--- config.mk ---
export PLATFORM = sky130hd
export DESIGN_NAME = tswb_ctrl
export DESIGN_NICKNAME = d
export VERILOG_FILES = /design/src/sv/tswb_pkg.sv /design/src/sv/tswb_ctrl.sv
export SDC_FILE = /design/constraint.sdc
export NUM_CORES = 1
export LEC_CHECK = 0
export BUFFER_PORTS_ARGS = -buffer_cell sky130_fd_sc_hd__buf_4
export CORE_AREA = 3 3 40 42
export DETAILED_ROUTE_END_ITERATION = 6
export DIE_AREA = 0 0 43 45
export PLACE_DENSITY_LB_ADDON = 0.2
export SYNTH_ARGS = -nofsm -noshare
export SYNTH_HDL_FRONTEND = slang
export SYNTH_SLANG_ARGS = --single-unit
--- constraint.sdc ---
create_clock -name clk_i -period 1.3 [get_ports clk_i]
set_clock_uncertainty 0.1 [all_clocks]
set_input_delay 0.065 -clock clk_i [delete_from_list [all_inputs] [get_ports clk_i]]
set_output_delay 0.065 -clock clk_i [all_outputs]
set_load 0.02 [all_outputs]
--- src/sv/tswb_pkg.sv ---
package tswb_pkg;

  // ring depth default and field widths
  localparam int unsigned DEPTH_DEF   = 1024;
  localparam int unsigned STAMP_W     = 32;
  localparam int unsigned POS_W       = 32;
  localparam int unsigned OFF_W       = 10;
  localparam int unsigned FUNC_W      = 2;
  localparam int unsigned CNT_OUT_W   = 11;
  localparam int unsigned IN_TDATA_W  = 144;
  localparam int unsigned OUT_TDATA_W = 144;
  localparam int unsigned OUT_TUSER_W = 2;
  localparam logic [STAMP_W-1:0] MAX_AGE_RST = 32'd1000000;

  // operation codes carried in the input tuser
  typedef enum logic [FUNC_W-1:0] {
    FUNC_ADD    = 2'd0,
    FUNC_EXPIRE = 2'd1,
    FUNC_CLEAR  = 2'd2,
    FUNC_READ   = 2'd3
  } func_e;

  // input item payload, sample_time in the lowest bits
  typedef struct packed {
    logic [OFF_W-1:0]   read_offset;
    logic [POS_W-1:0]   pos_z;
    logic [POS_W-1:0]   pos_y;
    logic [POS_W-1:0]   pos_x;
    logic [STAMP_W-1:0] sample_time;
  } in_item_t;

  // result item payload, sample_count in the lowest bits
  typedef struct packed {
    logic [POS_W-1:0]     read_z;
    logic [POS_W-1:0]     read_y;
    logic [POS_W-1:0]     read_x;
    logic [STAMP_W-1:0]   read_time;
    logic [CNT_OUT_W-1:0] sample_count;
  } out_item_t;

  // controller to datapath commands
  typedef struct packed {
    logic accept;
    logic do_add;
    logic do_clear;
    logic do_read;
    logic exp_start;
    logic exp_drop;
    logic load_out;
  } ctrl_cmd_t;

  // datapath to controller status
  typedef struct packed {
    logic count_zero;
    logic count_one;
    logic exp_over;
    logic out_free;
  } dp_status_t;

endpackage

--- src/sv/tswb_ctrl.sv ---
module tswb_ctrl (
  input  logic                   clk_i,
  input  logic                   rst_ni,
  input  logic                   in_valid_i,
  input  tswb_pkg::func_e        func_i,
  input  tswb_pkg::dp_status_t   status_i,
  output logic                   in_ready_o,
  output tswb_pkg::ctrl_cmd_t    cmd_o
);

  typedef enum logic [2:0] {
    ST_IDLE   = 3'b001,
    ST_EXPIRE = 3'b010,
    ST_EMIT   = 3'b100
  } state_e;

  state_e state_q, state_d;

  // next state and command decode
  always_comb begin
    state_d    = state_q;
    cmd_o      = '0;
    in_ready_o = 1'b0;
    unique case (state_q)
      ST_IDLE: begin
        in_ready_o = 1'b1;
        if (in_valid_i) begin
          cmd_o.accept = 1'b1;
          state_d      = ST_EMIT;
          unique case (func_i)
            tswb_pkg::FUNC_ADD:   cmd_o.do_add = 1'b1;
            tswb_pkg::FUNC_CLEAR: cmd_o.do_clear = 1'b1;
            tswb_pkg::FUNC_READ:  cmd_o.do_read = 1'b1;
            tswb_pkg::FUNC_EXPIRE: begin
              if (!status_i.count_zero) begin
                cmd_o.exp_start = 1'b1;
                state_d         = ST_EXPIRE;
              end
            end
            default: state_d = ST_EMIT;
          endcase
        end
      end
      ST_EXPIRE: begin
        // one oldest entry checked per cycle
        if (status_i.exp_over) begin
          cmd_o.exp_drop = 1'b1;
          if (status_i.count_one) begin
            state_d = ST_EMIT;
          end
        end else begin
          state_d = ST_EMIT;
        end
      end
      ST_EMIT: begin
        if (status_i.out_free) begin
          cmd_o.load_out = 1'b1;
          state_d        = ST_IDLE;
        end
      end
      default: state_d = ST_IDLE;
    endcase
  end

  // state register
  always_ff @(posedge clk_i or negedge rst_ni) begin
    if (!rst_ni) begin
      state_q <= ST_IDLE;
    end else begin
      state_q <= state_d;
    end
  end

endmodule

==> impl_metrics.yaml <==
critical_path:
  crit_required_ps: 1130
  arrival_ps: 1430
  cp_slowest_stage_delay_ps: 520
  startpoint_type: "flip-flop"
  slowest_stage: "dfstp_2"
  worstSetupPathType: "reg2out"
  crit_chain: "nor3b_4, nand2_2, clkinv_4, and3_4, buf_6"
  end_kind: "output port"
  path_max_fanout: 5
logic_synthesis:
  syn_nets: 31
  synth_edf_count: 0
  syn_area_um2: 209
  yosysTopAreaCell: "dfrtp_1"
  ys_types: 16
  async_reset_ff_share_pct: 100
  syn-instance-count: 22
  yosysTopAreaCellShare_pct: 24.0
  synth_commonest_cells: "3 x nor2_1, 2 x and4bb_2, 2 x dfrtp_1, 2 x nand2b_1, 2 x or3b_1"
  synthTopCellsByArea: "dfrtp_1 24%, dfstp_2 13%, and4bb_2 12%, or3b_1 8.4%, nand2b_1 6.0%"
  ys_warn_count: 0
  yosysMostFrequentCell: "nor2_1"
  ys_seq_elements: 3
  synth_flop_cell: "dfrtp_1"
  avgSynthCellArea_um2: 9.50
  ys_seq_area_share_pct: 36.5
timing:
  min_period_ps: 1590
  fin_hold_ws_ps: 45.2
  fin_crit_sh_pct: 122
  maxSlewViolCount: 0
  timing.slew.headroom_pct: 89.0
  setup-violations-final: 9
  worstMarginPinSlew_ps: 164
  rsz0062_at_grt: "true"
  finalHoldViolCount: 0
  fmax_mhz: 629
  setup_slack_ps: -290
clock_network:
  cts_buffer_depth: 2
  cts_buffers: 3
  worstSkewPairLatency_ps: 230
  cts_tree: "done"
  clock-sinks: 3
  path_clk_slew_ps: 40
  h-tree-depth: 1
  root_buffer: "clkbuf_4"
final_layout:
  areaGrowthSynthToFinish_pct: 134
  drive_gt1_share_pct: 74.0
  top_register: "state_q"
  fin_cells: 65
  largestRegisters: "state_q (3)"
  antennaDiodeCount: 0
  largest_reg_flops: 3
  multi_input_area_um2: 154
  seq_area_um2: 76.3
  final.fill_count: 136
  nets: 60
route:
  wl_per_cell_um: 11.4
  postRouteAntennaNets: 0
  routed_wl_um: 744
  wirelength_met1_um: 256
  drt_iter0_drc: 4
  met3WireLength_um: 56
  drt-vias-per-instance: 4.15
  drc: 0
  via_count: 270
  routed.top_layer: "met4"
  dr_wl_met2_um: 418
  dr.pass1.iters: 3
status:
  status: "complete, but fails checks"
  violations: "negative setup slack"
global_routing:
  grt_max_degree: 6
  grt_overflow: 0
  grt_pass1_vias: 300
  grt.total_usage_pct: 8.33
  grt_pass1_wl_mm: 1.19
  antenna_found_initial: 0
placement:
  port_buffers: 16
  place_congestion: 0.759
  dp.final_hpwl_um: 591
  place_inst: 58
  place_ws_ps: -74.3
job:
  cap_violations: 0
floorplan:
  ios: 17
  row_count: 13
  die_w_um: 43
  die_h_um: 45
  die_area_um2: 1940
  core-area_um2: 1280
  initial_core_util_pct: 16.3
power_and_ir_drop:
  totalPowerFinal_uw: 677
  p_per_area_nw_per_um2: 1380
  p_leak_nw: 0.226
  ir_worst_vdd_mv: 0.482
hold_path:
  min_path_type: "in2reg"
[through the flow]
stage          utilization, %  cell area (um2)  setup TNS (ps)
6_report                 38.1              489           -1550
5_1_grt                  38.1              489           -2180
4_1_cts                  38.1              489           -1680
3_5_place_dp             32.1              413            -153
3_3_place_gp             32.1              413            -120
2_1_floorplan               -              236            -912
[metal layers]
metal  track usage [%]  up-vias
met4              3.61        0
met5                 0        -
met2              15.3       11
li1                  -      134
met1              8.70      123
met3              2.79        2
[path summary, 6_finish.rpt]
path,from,depth (start not counted),slack [ps],endpoint
max in group asynchronous,rst_ni,2,850,state_q[0]
min in group asynchronous,rst_ni,2,60,state_q[2]
min,status_i[2],3,50,state_q[1]
max,state_q[0],5,-290,cmd_o[3]
max reg2reg,state_q[0],5,-40,state_q[2]
min reg2reg,state_q[1],3,670,state_q[0]
[power breakdown]
group          switching [mW]  total, mW  internal [mW]  leakage, nW
combinational           0.158      0.371          0.214        0.174
sequential             0.0202      0.143          0.123       0.0372
clock                  0.0476      0.163          0.115       0.0150
[worst max-delay path, delay by kind of cell (launching register included)]
family        cells  cell delay (ps)
flops             1              520
simple gates      3              480
buf+inv           2              190
[layout by cell type (no fill, tap or decap)]
cell,synthesis,routed
buf_4,0,17
buf_6,0,6
clkbuf_4,0,3
nand2_2,1,2
or3b_1,2,2
nor2_1,3,2
and4bb_2,2,2
nand2b_1,2,2
dfrtp_1,2,2
nor3b_4,0,1
nor3_2,0,1
clkinv_4,0,1
nor2_4,0,1
and3_4,0,1
a21oi_2,1,1
o21ai_1,0,1
and2_1,1,1
o21a_1,1,1
clkbuf_1,0,1
dlygate4sd3_1,0,1
dfstp_2,1,1
[area by class of cell]
class,count,area share (%)
flip-flops and latches,3,15.6
multi-input cells,18,31.5
well taps,15,3.84
repair buffers,24,41.9
clock buffers,4,5.37
inverters,1,1.79
[logic make-up after synthesis]
group                  share of synthesized area (%)
flip-flops                                      36.5
AND/OR/NAND/NOR                                 51.5
buffers and inverters                           1.79
AO/OA/AOI/OAI                                   10.2
[what timing repair did]
item	CTS	global route
endpoints found under the setup margin	8	10
setup buffers	2	0
pin swaps	4	1
endpoints found under the hold margin	3	0
hold buffers	1	0
resized for setup	8	0
Power figures use the tool's default switching activity.
